**src/hdl/mase_pkg.sv**
```systemverilog
// ----------------------------------------------------------------------------
// matrix engine package
// shared constants, codes, types and helper functions
// ----------------------------------------------------------------------------
package mase_pkg;

  localparam int MAX_DIM     = 8;
  localparam int ELEM_BITS   = 16;
  localparam int DEPTH       = MAX_DIM * MAX_DIM;
  localparam int ADDR_W      = $clog2(DEPTH);
  localparam int CNT_W       = $clog2(MAX_DIM + 1);
  localparam int DIM_W       = 4;
  localparam int MODE_W      = 2;
  localparam int ACT_W       = 2;
  localparam int VALUE_W     = 16;
  localparam int RES_W       = 35;
  localparam int CFG_IDX_W   = 3;
  localparam int CFG_DATA_W  = 4;
  localparam int QUEUE_DEPTH = 4;

  localparam logic signed [RES_W-1:0] ERR_VALUE = RES_W'(9999);

  // register indexes
  localparam logic [CFG_IDX_W-1:0] REG_MODE   = 3'd0;
  localparam logic [CFG_IDX_W-1:0] REG_ROWS_A = 3'd1;
  localparam logic [CFG_IDX_W-1:0] REG_COLS_A = 3'd2;
  localparam logic [CFG_IDX_W-1:0] REG_ROWS_B = 3'd3;
  localparam logic [CFG_IDX_W-1:0] REG_COLS_B = 3'd4;

  // mode codes
  localparam logic [MODE_W-1:0] MODE_ADD = 2'd0;
  localparam logic [MODE_W-1:0] MODE_SUB = 2'd1;
  localparam logic [MODE_W-1:0] MODE_MUL = 2'd2;

  // action codes
  localparam logic [ACT_W-1:0] ACT_LOAD_A  = 2'd0;
  localparam logic [ACT_W-1:0] ACT_LOAD_B  = 2'd1;
  localparam logic [ACT_W-1:0] ACT_COMPUTE = 2'd2;
  localparam logic [ACT_W-1:0] ACT_NONE    = 2'd3;

  typedef enum logic [1:0] {
    CMD_LOAD_A,
    CMD_LOAD_B,
    CMD_COMPUTE
  } cmd_t;

  typedef struct packed {
    cmd_t                  kind;
    logic [ADDR_W-1:0]     addr;
    logic [ELEM_BITS-1:0]  data;
  } item_t;

  typedef struct packed {
    logic [MODE_W-1:0] mode;
    logic [CNT_W-1:0]  rows_a;
    logic [CNT_W-1:0]  cols_a;
    logic [CNT_W-1:0]  rows_b;
    logic [CNT_W-1:0]  cols_b;
  } cfg_t;

  function automatic logic [CNT_W-1:0] clamp_dim(input logic [DIM_W-1:0] d);
    logic [CNT_W-1:0] r;
    if (d == '0) begin
      r = CNT_W'(1);
    end else if (32'(d) > MAX_DIM) begin
      r = CNT_W'(MAX_DIM);
    end else begin
      r = CNT_W'(d);
    end
    return r;
  endfunction

  function automatic logic [ELEM_BITS-1:0] to_elem(input logic signed [VALUE_W-1:0] v);
    logic signed [ELEM_BITS-1:0] r;
    r = ELEM_BITS'(v);
    return r;
  endfunction

endpackage

```
**src/hdl/matrix_add_sub_mul_engine_unit.sv**
```systemverilog
// the back end writes each load item into its store as it pops it; a compute item runs
// one result at a time through the read, product and accumulate steps, over the single
// multiplier and one read port per store, and no queued item is taken until the run ends.
// the front takes a new word every cycle while the four-entry command queue has room.
// reset clears control state, the load pointers and config (mode multiply, all dims 1);
// the element stores are not cleared and hold undefined data until written.
// ----------------------------------------------------------------------------
// matrix add, subtract and multiply engine
// loads two matrices element by element and streams out sum, difference or product
// ----------------------------------------------------------------------------
module matrix_add_sub_mul_engine_unit (
  input  logic                                 clk,
  input  logic                                 rst,
  input  logic                                 cfg_we,
  input  logic [mase_pkg::CFG_IDX_W-1:0]       cfg_index,
  input  logic [mase_pkg::CFG_DATA_W-1:0]      cfg_data,
  input  logic                                 in_valid,
  output logic                                 in_stall,
  input  logic [mase_pkg::ACT_W-1:0]           action,
  input  logic signed [mase_pkg::VALUE_W-1:0]  value,
  output logic                                 out_valid,
  input  logic                                 out_stall,
  output logic signed [mase_pkg::RES_W-1:0]    result_value,
  output logic                                 dim_error,
  output logic                                 last
);
  import mase_pkg::*;

  logic  push;
  item_t push_item;
  logic  q_full;
  logic  q_empty;
  logic  pop;
  item_t head;
  cfg_t  cfg;

  mase_front u_front (
    .clk       (clk),
    .rst       (rst),
    .cfg_we    (cfg_we),
    .cfg_index (cfg_index),
    .cfg_data  (cfg_data),
    .in_valid  (in_valid),
    .in_stall  (in_stall),
    .action    (action),
    .value     (value),
    .q_full    (q_full),
    .push      (push),
    .push_item (push_item),
    .cfg       (cfg)
  );

  mase_queue u_queue (
    .clk       (clk),
    .rst       (rst),
    .push      (push),
    .push_item (push_item),
    .full      (q_full),
    .pop       (pop),
    .empty     (q_empty),
    .head      (head)
  );

  mase_back u_back (
    .clk          (clk),
    .rst          (rst),
    .cfg          (cfg),
    .q_empty      (q_empty),
    .head         (head),
    .pop          (pop),
    .out_valid    (out_valid),
    .out_stall    (out_stall),
    .result_value (result_value),
    .dim_error    (dim_error),
    .last         (last)
  );

endmodule

```
**src/hdl/mase_ram.sv**
```systemverilog
// ----------------------------------------------------------------------------
// generic ram
// one write port, one read port with registered read data
// ----------------------------------------------------------------------------
module mase_ram #(
  parameter int WIDTH = 16,
  parameter int DEPTH = 64
) (
  input  logic                     clk,
  input  logic                     we,
  input  logic [$clog2(DEPTH)-1:0] waddr,
  input  logic [WIDTH-1:0]         wdata,
  input  logic [$clog2(DEPTH)-1:0] raddr,
  output logic [WIDTH-1:0]         rdata
);

  logic [WIDTH-1:0] mem [DEPTH];

  always_ff @(posedge clk) begin
    if (we) begin
      mem[waddr] <= wdata;
    end
    rdata <= mem[raddr];
  end

endmodule

```
**src/hdl/mase_front.sv**
```systemverilog
// ----------------------------------------------------------------------------
// matrix engine front
// config registers, input decode and load address generation
// ----------------------------------------------------------------------------
module mase_front (
  input  logic                              clk,
  input  logic                              rst,
  input  logic                              cfg_we,
  input  logic [mase_pkg::CFG_IDX_W-1:0]    cfg_index,
  input  logic [mase_pkg::CFG_DATA_W-1:0]   cfg_data,
  input  logic                              in_valid,
  output logic                              in_stall,
  input  logic [mase_pkg::ACT_W-1:0]        action,
  input  logic signed [mase_pkg::VALUE_W-1:0] value,
  input  logic                              q_full,
  output logic                              push,
  output mase_pkg::item_t                   push_item,
  output mase_pkg::cfg_t                    cfg
);
  import mase_pkg::*;

  logic [MODE_W-1:0] mode;
  logic [DIM_W-1:0]  rows_a;
  logic [DIM_W-1:0]  cols_a;
  logic [DIM_W-1:0]  rows_b;
  logic [DIM_W-1:0]  cols_b;
  logic [ADDR_W-1:0] ptr_a;
  logic [ADDR_W-1:0] ptr_b;
  logic              accept;

  assign in_stall = q_full;
  assign accept   = in_valid && !q_full;
  assign push     = accept && (action != ACT_NONE);

  always_comb begin
    push_item.data = to_elem(value);
    push_item.addr = '0;
    push_item.kind = CMD_COMPUTE;
    unique case (action)
      ACT_LOAD_A: begin
        push_item.kind = CMD_LOAD_A;
        push_item.addr = ptr_a;
      end
      ACT_LOAD_B: begin
        push_item.kind = CMD_LOAD_B;
        push_item.addr = ptr_b;
      end
      default: begin
        push_item.kind = CMD_COMPUTE;
      end
    endcase
  end

  assign cfg.mode   = mode;
  assign cfg.rows_a = clamp_dim(rows_a);
  assign cfg.cols_a = clamp_dim(cols_a);
  assign cfg.rows_b = clamp_dim(rows_b);
  assign cfg.cols_b = clamp_dim(cols_b);

  always_ff @(posedge clk) begin
    if (rst) begin
      mode   <= MODE_MUL;
      rows_a <= DIM_W'(1);
      cols_a <= DIM_W'(1);
      rows_b <= DIM_W'(1);
      cols_b <= DIM_W'(1);
      ptr_a  <= '0;
      ptr_b  <= '0;
    end else begin
      if (cfg_we) begin
        unique case (cfg_index)
          REG_MODE:   mode   <= cfg_data[MODE_W-1:0];
          REG_ROWS_A: rows_a <= cfg_data;
          REG_COLS_A: cols_a <= cfg_data;
          REG_ROWS_B: rows_b <= cfg_data;
          REG_COLS_B: cols_b <= cfg_data;
          default: begin
          end
        endcase
      end
      if (accept) begin
        unique case (action)
          ACT_LOAD_A: begin
            ptr_a <= (32'(ptr_a) == DEPTH - 1) ? '0 : ptr_a + ADDR_W'(1);
          end
          ACT_LOAD_B: begin
            ptr_b <= (32'(ptr_b) == DEPTH - 1) ? '0 : ptr_b + ADDR_W'(1);
          end
          ACT_COMPUTE: begin
            ptr_a <= '0;
            ptr_b <= '0;
          end
          default: begin
          end
        endcase
      end
    end
  end

endmodule

```
**src/hdl/mase_queue.sv**
```systemverilog
// ----------------------------------------------------------------------------
// matrix engine command queue
// small fifo of decoded words between front and back
// ----------------------------------------------------------------------------
module mase_queue (
  input  logic            clk,
  input  logic            rst,
  input  logic            push,
  input  mase_pkg::item_t push_item,
  output logic            full,
  input  logic            pop,
  output logic            empty,
  output mase_pkg::item_t head
);
  import mase_pkg::*;

  localparam int PTR_W   = $clog2(QUEUE_DEPTH);
  localparam int COUNT_W = $clog2(QUEUE_DEPTH + 1);

  item_t              slots [QUEUE_DEPTH];
  logic [PTR_W-1:0]   wr_ptr;
  logic [PTR_W-1:0]   rd_ptr;
  logic [COUNT_W-1:0] count;
  logic               do_push;
  logic               do_pop;

  assign full    = (32'(count) == QUEUE_DEPTH);
  assign empty   = (count == '0);
  assign head    = slots[rd_ptr];
  assign do_push = push && !full;
  assign do_pop  = pop && !empty;

  always_ff @(posedge clk) begin
    if (do_push) begin
      slots[wr_ptr] <= push_item;
    end
  end

  always_ff @(posedge clk) begin
    if (rst) begin
      wr_ptr <= '0;
      rd_ptr <= '0;
      count  <= '0;
    end else begin
      if (do_push) begin
        wr_ptr <= (32'(wr_ptr) == QUEUE_DEPTH - 1) ? '0 : wr_ptr + PTR_W'(1);
      end
      if (do_pop) begin
        rd_ptr <= (32'(rd_ptr) == QUEUE_DEPTH - 1) ? '0 : rd_ptr + PTR_W'(1);
      end
      if (do_push && !do_pop) begin
        count <= count + COUNT_W'(1);
      end else if (do_pop && !do_push) begin
        count <= count - COUNT_W'(1);
      end
    end
  end

endmodule

```
**src/hdl/mase_back.sv**
```systemverilog
// ----------------------------------------------------------------------------
// matrix engine back
// executes queued loads and walks compute runs over one shared multiplier
// ----------------------------------------------------------------------------
module mase_back (
  input  logic                                clk,
  input  logic                                rst,
  input  mase_pkg::cfg_t                      cfg,
  input  logic                                q_empty,
  input  mase_pkg::item_t                     head,
  output logic                                pop,
  output logic                                out_valid,
  input  logic                                out_stall,
  output logic signed [mase_pkg::RES_W-1:0]   result_value,
  output logic                                dim_error,
  output logic                                last
);
  import mase_pkg::*;

  typedef enum logic [1:0] {
    ST_IDLE,
    ST_RUN,
    ST_DRAIN,
    ST_EMIT
  } state_t;

  state_t                      state;
  logic [CNT_W-1:0]            i;
  logic [CNT_W-1:0]            j;
  logic [CNT_W-1:0]            z;
  logic [ADDR_W-1:0]           row_a;
  logic [ADDR_W-1:0]           row_b;
  logic [ADDR_W-1:0]           cur_a;
  logic [ADDR_W-1:0]           cur_b;
  logic                        err;
  logic                        p1;
  logic                        p2;
  logic signed [RES_W-1:0]     prod;
  logic signed [RES_W-1:0]     acc;

  logic [ELEM_BITS-1:0]        rd_a;
  logic [ELEM_BITS-1:0]        rd_b;
  logic                        we_a;
  logic                        we_b;
  logic                        is_mul;
  logic                        is_sub;
  logic [CNT_W-1:0]            terms;
  logic [CNT_W-1:0]            cols;
  logic [CNT_W-1:0]            j_inc;
  logic                        row_end;
  logic                        is_last;
  logic                        out_free;
  logic [ADDR_W-1:0]           row_a_next;
  logic [ADDR_W-1:0]           row_b_next;
  logic signed [2*ELEM_BITS-1:0] mul_full;
  logic signed [ELEM_BITS:0]     sum_full;

  assign pop  = (state == ST_IDLE) && !q_empty;
  assign we_a = pop && (head.kind == CMD_LOAD_A);
  assign we_b = pop && (head.kind == CMD_LOAD_B);

  mase_ram #(.WIDTH(ELEM_BITS), .DEPTH(DEPTH)) u_store_a (
    .clk   (clk),
    .we    (we_a),
    .waddr (head.addr),
    .wdata (head.data),
    .raddr (cur_a),
    .rdata (rd_a)
  );

  mase_ram #(.WIDTH(ELEM_BITS), .DEPTH(DEPTH)) u_store_b (
    .clk   (clk),
    .we    (we_b),
    .waddr (head.addr),
    .wdata (head.data),
    .raddr (cur_b),
    .rdata (rd_b)
  );

  // mode 3 runs as multiply
  assign is_mul   = cfg.mode[1];
  assign is_sub   = (cfg.mode == MODE_SUB);
  assign terms    = is_mul ? cfg.cols_a : CNT_W'(1);
  assign cols     = is_mul ? cfg.cols_b : cfg.cols_a;
  assign j_inc    = j + CNT_W'(1);
  assign row_end  = (j == cols - CNT_W'(1));
  assign is_last  = err || (row_end && (i == cfg.rows_a - CNT_W'(1)));
  assign out_free = !out_valid || !out_stall;

  assign row_a_next = row_a + ADDR_W'(cfg.cols_a);
  assign row_b_next = row_b + ADDR_W'(cfg.cols_b);

  always_comb begin
    mul_full = $signed(rd_a) * $signed(rd_b);
    if (is_sub) begin
      sum_full = $signed({rd_a[ELEM_BITS-1], rd_a}) - $signed({rd_b[ELEM_BITS-1], rd_b});
    end else begin
      sum_full = $signed({rd_a[ELEM_BITS-1], rd_a}) + $signed({rd_b[ELEM_BITS-1], rd_b});
    end
  end

  always_ff @(posedge clk) begin
    if (rst) begin
      state     <= ST_IDLE;
      out_valid <= 1'b0;
      p1        <= 1'b0;
      p2        <= 1'b0;
      acc       <= '0;
      err       <= 1'b0;
      i         <= '0;
      j         <= '0;
      z         <= '0;
      row_a     <= '0;
      row_b     <= '0;
      cur_a     <= '0;
      cur_b     <= '0;
    end else begin
      // read, product, accumulate
      p1 <= (state == ST_RUN);
      p2 <= p1;
      if (p1) begin
        prod <= is_mul ? RES_W'(mul_full) : RES_W'(sum_full);
      end
      if (p2) begin
        acc <= acc + prod;
      end

      if (state == ST_EMIT && out_free) begin
        out_valid <= 1'b1;
      end else if (out_valid && !out_stall) begin
        out_valid <= 1'b0;
      end

      unique case (state)
        ST_IDLE: begin
          if (!q_empty && head.kind == CMD_COMPUTE) begin
            i     <= '0;
            j     <= '0;
            z     <= '0;
            row_a <= '0;
            row_b <= '0;
            cur_a <= '0;
            cur_b <= '0;
            if (is_mul && cfg.cols_a != cfg.rows_b) begin
              err   <= 1'b1;
              state <= ST_EMIT;
            end else begin
              err   <= 1'b0;
              state <= ST_RUN;
            end
          end
        end
        ST_RUN: begin
          if (z == terms - CNT_W'(1)) begin
            state <= ST_DRAIN;
          end else begin
            z     <= z + CNT_W'(1);
            cur_a <= cur_a + ADDR_W'(1);
            cur_b <= cur_b + ADDR_W'(cfg.cols_b);
          end
        end
        ST_DRAIN: begin
          if (!p1 && !p2) begin
            state <= ST_EMIT;
          end
        end
        ST_EMIT: begin
          if (out_free) begin
            result_value <= err ? ERR_VALUE : acc;
            dim_error    <= err;
            last         <= is_last;
            acc          <= '0;
            z            <= '0;
            if (is_last) begin
              err   <= 1'b0;
              state <= ST_IDLE;
            end else if (row_end) begin
              // next row, first column
              i     <= i + CNT_W'(1);
              j     <= '0;
              row_a <= row_a_next;
              row_b <= row_b_next;
              cur_a <= row_a_next;
              cur_b <= is_mul ? '0 : row_b_next;
              state <= ST_RUN;
            end else begin
              j     <= j_inc;
              cur_a <= is_mul ? row_a : row_a + ADDR_W'(j_inc);
              cur_b <= is_mul ? ADDR_W'(j_inc) : row_b + ADDR_W'(j_inc);
              state <= ST_RUN;
            end
          end
        end
        default: begin
          state <= ST_IDLE;
        end
      endcase
    end
  end

endmodule

```
**config.mk**
```make
export PLATFORM = sky130hd
export DESIGN_NAME = matrix_add_sub_mul_engine_unit
export DESIGN_NICKNAME = d
export VERILOG_FILES = /design/src/hdl/mase_pkg.sv /design/src/hdl/matrix_add_sub_mul_engine_unit.sv /design/src/hdl/mase_ram.sv /design/src/hdl/mase_front.sv /design/src/hdl/mase_queue.sv /design/src/hdl/mase_back.sv
export SDC_FILE = /design/constraint.sdc
export NUM_CORES = 2
export LEC_CHECK = 0
export CORE_MARGIN = 8
export CORE_UTILIZATION = 65
export CTS_BUF_LIST = sky130_fd_sc_hd__clkbuf_2
export CTS_CLUSTER_DIAMETER = 50
export DETAILED_ROUTE_END_ITERATION = 16
export DONT_BUFFER_PORTS = 1
export PLACE_DENSITY = 0.81
export SYNTH_ARGS = -nofsm -noshare
export SYNTH_HDL_FRONTEND = slang
export SYNTH_SLANG_ARGS = --single-unit
export TNS_END_PERCENT = 30
```
**constraint.sdc**
```tcl
create_clock -name clk -period 7.1 [get_ports clk]
set_clock_uncertainty 0.05 [all_clocks]
set_input_delay 1.42 -clock clk [delete_from_list [all_inputs] [get_ports clk]]
set_output_delay 1.42 -clock clk [all_outputs]
set_load 0.02 [all_outputs]
```
After elaboration in Yosys (flattened, before gate mapping)
Memory sizes are Yosys's and may differ from the RTL's. A register that Yosys moved wholly into a read port is not among the register bits.
Cells that the tools add are included.
{"block": "op_classes", "n_mul": 1, "order_cmp": 4, "add_sub_neg": 21, "bitwise_logic": 1, "n_reduce_logical": 55, "n_eq_ne": 30, "mux": 81}
{"operator": "35-bit two-way mux", "count": 4}
{"operator": "6-bit two-way mux", "count": 20}
{"operator": "4-bit two-way mux", "count": 19}
{"operator": "6-bit case mux with 2 select lines", "count": 5}
{"operator": "6-bit case mux with 3 select lines", "count": 2}
{"operator": "35-bit adder", "count": 1}
{"operator": "16-bit by 16-bit multiplier with 32-bit output", "count": 1}
{"operator": "6-bit by 4-bit adder with 6-bit output", "count": 5}
{"operator": "6-bit by 1-bit adder with 6-bit output (second input constant)", "count": 3}
{"operator": "2-bit two-way mux", "count": 9}
{"operator": "16-bit by 16-bit adder with 17-bit output", "count": 1}
{"operator": "17-bit two-way mux", "count": 1}
{"operator": "16-bit by 16-bit subtractor with 17-bit output", "count": 1}
{"operator": "4-bit > comparator (second input constant)", "count": 4}
{"operator": "4-bit zero test", "count": 4}
{"operator": "4-bit case mux with 2 select lines", "count": 2}
{"operator": "2-bit AND reduction", "count": 8}
{"operator": "4-bit AND reduction", "count": 4}
{"operator": "1-bit logical AND", "count": 15}
{"operator": "1-bit two-way mux", "count": 13}
{"operator": "4-bit by 1-bit adder with 4-bit output (second input constant)", "count": 3}
{"operator": "2-bit equality test (second input constant)", "count": 6}
{"operator": "4-bit equality test", "count": 3}
{"operator": "6-bit equality test (second input constant)", "count": 2}
{"operator": "25 further kinds", "count": 57}
{"block": "totals", "mem_bits_rw": 2144, "inputBits": 30, "memories": 3, "elab_cells": 223, "regBits": 186}
{"memory": "u_back.u_store_a.mem", "words": 64, "width": 16, "read_ports": 1, "rd_ports_with_merged_regs": 1, "wr": 1, "line": "mase_ram.sv:17", "rtl": "logic [WIDTH-1:0] mem [DEPTH];"}
{"memory": "u_back.u_store_b.mem", "words": 64, "width": 16, "read_ports": 1, "rd_ports_with_merged_regs": 1, "wr": 1, "line": "mase_ram.sv:17"}
{"memory": "u_queue.slots", "words": 4, "width": 24, "read_ports": 1, "rd_ports_with_merged_regs": 1, "wr": 1, "line": "mase_queue.sv:20", "rtl": "item_t slots [QUEUE_DEPTH];"}

Logic depth before layout (Yosys ltp)
{"block": "logic_depth", "ltp_word": 11, "ltp_mapped": 25, "depth_no_buf": 22}

By module
Synthesis repeated with hierarchy kept, for this count alone.
{"block": "unflattened", "cells_unflattened": 6218, "hier_area_um2": 105434.9}
{"module": "mase_ram at u_back.u_store_b", "area_each_um2": 40042.2, "cells_each": 1829, "instances": 1}
{"module": "mase_ram at u_back.u_store_a", "area_each_um2": 39978.3, "cells_each": 1820, "instances": 1}
{"module": "mase_back", "area_each_um2": 19762.7, "cells_each": 2193, "instances": 1}
{"module": "mase_queue", "area_each_um2": 3952.5, "cells_each": 176, "instances": 1}
{"module": "mase_front", "area_each_um2": 1699.1, "cells_each": 200, "instances": 1}

Least setup slack after synthesis
No wires, ideal clock.
{"block": "synth_timing", "path_kind": "reg-to-reg", "startpoint": "register u_back.u_store_a.rdata[15] (read register of u_back.u_store_a.mem)", "endpoint": "register u_back.prod[33] (data pin)", "required_time_ns": 6.780, "path_stages_with_launch": 23, "arrival_time_ns": 6.245, "synth_period_minus_slack_ns": 6.565, "setup_slack_ns": 0.535, "n_path_buf": 3, "setup_ns": 0.270, "cell_sequence": "dfxtp_1 clkbuf_1 clkbuf_1 nand2_1 inv_1 fa_1 fa_1 fa_1 fa_1 fa_1 inv_1 fa_1 inv_1 ha_1 clkbuf_1 a211o_1 or3_1 a221oi_1 a41oi_1 a211o_1 a21oi_1 xnor2_1 a21oi_1"}
{"block": "synth_via", "elab_chain_cells": 3, "word_cells_on_any_way": 5, "classes_between": "add/sub: 2; mul: 1; mux: 2"}
{"element": "start: declaration", "line": "mase_ram.sv:14", "rtl": "output logic [WIDTH-1:0] rdata"}
{"element": "branches (longest 2 deep; another with 16-bit by 16-bit multiplier with 32-bit output)"}
{"element": "35-bit two-way mux (*)", "line": "mase_back.sv:122", "rtl": "prod <= is_mul ? RES_W'(mul_full) : RES_W'(sum_full);"}
{"element": "end signal: assignment", "line": "mase_back.sv:122"}
{"element": "end: declaration", "line": "mase_back.sv:38", "rtl": "logic signed [RES_W-1:0] prod;"}
Every way passes the cells marked *.
A chain may end at the register's enable or synchronous reset.

Worst setup path after layout
{"block": "layout_timing", "startpoint": "register u_back.u_store_a.rdata[10] (read register of u_back.u_store_a.mem)", "endpoint": "register u_back.prod[33] (data pin)"}
The elaborated chain is that of the path after synthesis.

==> impl_metrics.toml <==
[logic_synthesis]
synth_top_flop_cell = "edfxtp_1"
syn_area_sq_um = 103000
syn_area_per_cell_sq_um = 18.6
syn_inst = 5573
synth-edff-count = 2213
ys_seq_elements = 2361
synth-async-reset-ratio_pct = 0
ys_types = 88
ys_warn_count = 0
synth_nets = 6051
yosysSeqAreaShare_pct = 67.1

[timing]
setup_viol = 0
maxSlewViolCount = 0
rsz0062_at_grt = "no"
fmax_mhz = 145
fin_crit_ps = 6880
slew_headroom_pct = 3.17
finalCritPeriodShare_pct = 96.9
setup_ws_ps = 222
tightest_slew_ps = 1450
tns_ps = 0
finalHoldViolations = 0

[placement]
dp_cells = 7590
place_hpwl_mm = 150
dp_slack_ps = 298
gp_congestion = 0.899
port_buffers = 0

[clock_tree]
post_cts_buffers = 0
clkTransAtPathRegs_ps = 100
cts_root_buf = "clkbuf_2"
clock_path_buffers = 4
cts.sinks = 2361
worstSkewPairLatency_ps = 1920
numCtsBuffers = 574
cts_tree = "done"
htreeDepth = 6

[setup_path]
crit_required_ps = 8600
arrival_ps = 8380
rrSetupSlack_ps = 220
path_class = "reg -> reg"
crit_fanout = 10
crit_path_end_kind = "flip-flop"
start_kind = "flip-flop"

[detailed_routing]
ant_nets = 0
drt_iter0_drc = 6973
drc = 0
drt_wl_total_mm = 250
post_drt_wl_per_cell_um = 29.0
dr_total_vias = 56212
viasPerCell = 6.52
firstDrtPassIters = 8

[global_route]
grt_pass1_vias = 57959
antenna_found_initial = 18
grt_overflow = 0
grt_pass1_wl_mm = 370
grt_usage_pct = 28.9
grt_max_degree = 146

[worst_hold_path]
hp-class = "in -> reg"

[die]
die-width_um = 415
io_pins = 69
die_h_um = 415
rows = 146
core_area_sq_um = 158000
initial_utilization_pct = 65.4
die_area_sq_um = 172000

[finish]
layout.nets = 6610
multi_input_area_sq_um = 31900
syn2layout_area_growth_pct = 8.61
regArea_sq_um = 69500
drive_gt1_share_pct = 28.1
layoutNonFillerInstCount = 8617
post-route-util_pct = 71.0
nFillCells = 9335

[job]
max_cap_violations = 0

[outcome]
outcome = "finished clean"
==> cells in the final DEF, fill, tap and decap left out, types with 136 or more instances in the layout <==
cell | netlist | routed
and2_1 | 137 | 137
edfxtp_1 | 2213 | 2213
buf_4 | 1 | 212
dfxtp_1 | 148 | 136
nand2_1 | 252 | 252
fa_1 | 270 | 270
ha_1 | 178 | 178
clkbuf_2 | 0 | 811
nor2_1 | 284 | 270
mux4_2 | 693 | 677
inv_1 | 317 | 317
==> final cells by class <==
type	count	share of cell area, %
Timing Repair Buffer	258	1.91
Clock inverter	164	0.900
Clock buffer	811	3.61
Antenna cell	14	0.0312
Tap cell	2072	2.31
Sequential cell	2361	61.8
Inverter	319	1.07
Multi-Input combinational cell	2618	28.4
==> worst paths after layout <==
kind	start	to	depth (start not counted)
worst min-delay path	action[0]	u_front.ptr_b[1]	5
worst max-delay path	u_back.u_store_a.rdata[10]	u_back.prod[33]	20
worst min register to register	u_front.rows_b[0]	u_front.rows_b[0]	1
worst max register to register	u_back.u_store_a.rdata[10]	u_back.prod[33]	20
==> worst max-delay path, cell delays in order (launching register included) <==
cell and delay (ps):
dfxtp_1 680, buf_4 260, nand2_1 80, fa_1 550, inv_1 50, fa_1 550
fa_1 440, fa_1 470, fa_1 500, inv_1 50, fa_1 470, inv_1 40
ha_1 370, a211o_1 300, or3_1 320, a221oi_1 420, a41oi_1 260, a211o_1 310
a21oi_1 170, xnor2_1 130, a21oi_1 90
==> routing by layer <==
layer,up-vias,track usage [%],wire (um)
li1,23182,-,-
met1,28631,39.3,91800
met2,3866,45.5,120000
met3,527,8.34,30100
met4,6,10.3,8090
met5,-,0,34
==> stage by stage <==
stage,hold WS [ps],area [sq um]
floorplan,356,103000
finish,231,112000
detailed placement,405,107000
global placement,398,107000
global route,87.8,112000
CTS,7.97,112000
==> synth_stat cells, types with 9 or more instances <==
cell type / number / area (sq um)
nand2_1: 252 / 946
xnor2_1: 65 / 569
nand3_1: 38 / 190
xor2_1: 46 / 403
o31ai_1: 13 / 97.6
nor3_1: 30 / 150
and2_1: 137 / 857
and3_1: 15 / 93.8
o21bai_1: 9 / 67.6
clkbuf_1: 193 / 724
buf_1: 73 / 274
a211oi_1: 27 / 203
o21a_1: 9 / 67.6
o211ai_1: 13 / 97.6
edfxtp_1: 2213 / 66500
nor2b_1: 58 / 363
mux4_2: 693 / 15600
a21oi_1: 118 / 591
or2_2: 15 / 93.8
a211o_1: 10 / 87.6
fa_1: 270 / 5410
inv_1: 317 / 1190
ha_1: 178 / 2230
or3_1: 22 / 138
nor2_1: 284 / 1070
mux2i_1: 43 / 430
nand2b_1: 26 / 163
a31oi_1: 12 / 75.1
o21ai_0: 67 / 335
a21o_1: 45 / 338
dfxtp_1: 148 / 2960
==> sequential cells by signal, indices dropped and copies added, names as in the netlist, 4 cells and up, named ones only <==
| signal | flops |
|---|---|
| u_back.cur_a | 6 |
| u_front.ptr_a | 6 |
| u_back.row_a | 6 |
| u_front.ptr_b | 6 |
| u_back.u_store_b.rdata | 16 |
| u_front.rows_a | 4 |
| u_front.cols_b | 4 |
| u_back.u_store_b.mem | 1024 |
| u_back.cur_b | 6 |
| u_queue.slots | 96 |
| u_back.j | 4 |
| u_back.prod | 32 |
| u_back.i | 4 |
| u_back.u_store_a.mem | 1024 |
| u_front.rows_b | 4 |
| u_front.cols_a | 4 |
| u_back.acc | 35 |
| u_back.row_b | 6 |
| u_back.u_store_a.rdata | 16 |
| u_back.z | 4 |
| u_back.result_value | 35 |
==> repair_timing <==
item | 4_1_cts | 5_1_grt
resized for setup | 0 | 2
hold buffers | 38 | 0
setup endpoints to repair | 0 | 2
endpoints found under the hold margin | 243 | 0
==> cell families (layout without fill, tap and decap cells) <==
| kind of cell | count (synthesis) | count (layout) | synth area share (%) |
|---|---|---|---|
| AO/OA/AOI/OAI | 393 | 393 | 2.51 |
| XOR/XNOR | 111 | 111 | 0.940 |
| adder cells (fa/ha/maj) | 448 | 448 | 7.38 |
| buffers and inverters | 594 | 1552 | 2.19 |
| flip-flops | 2361 | 2361 | 67.1 |
| multiplexers | 742 | 742 | 15.6 |
| other | 0 | 14 | 0 |
| AND/OR/NAND/NOR | 924 | 924 | 4.28 |
Power is left out: the tool's default activity adds up to more than one toggle a clock period on the data nets, which glitch-free logic cannot reach.
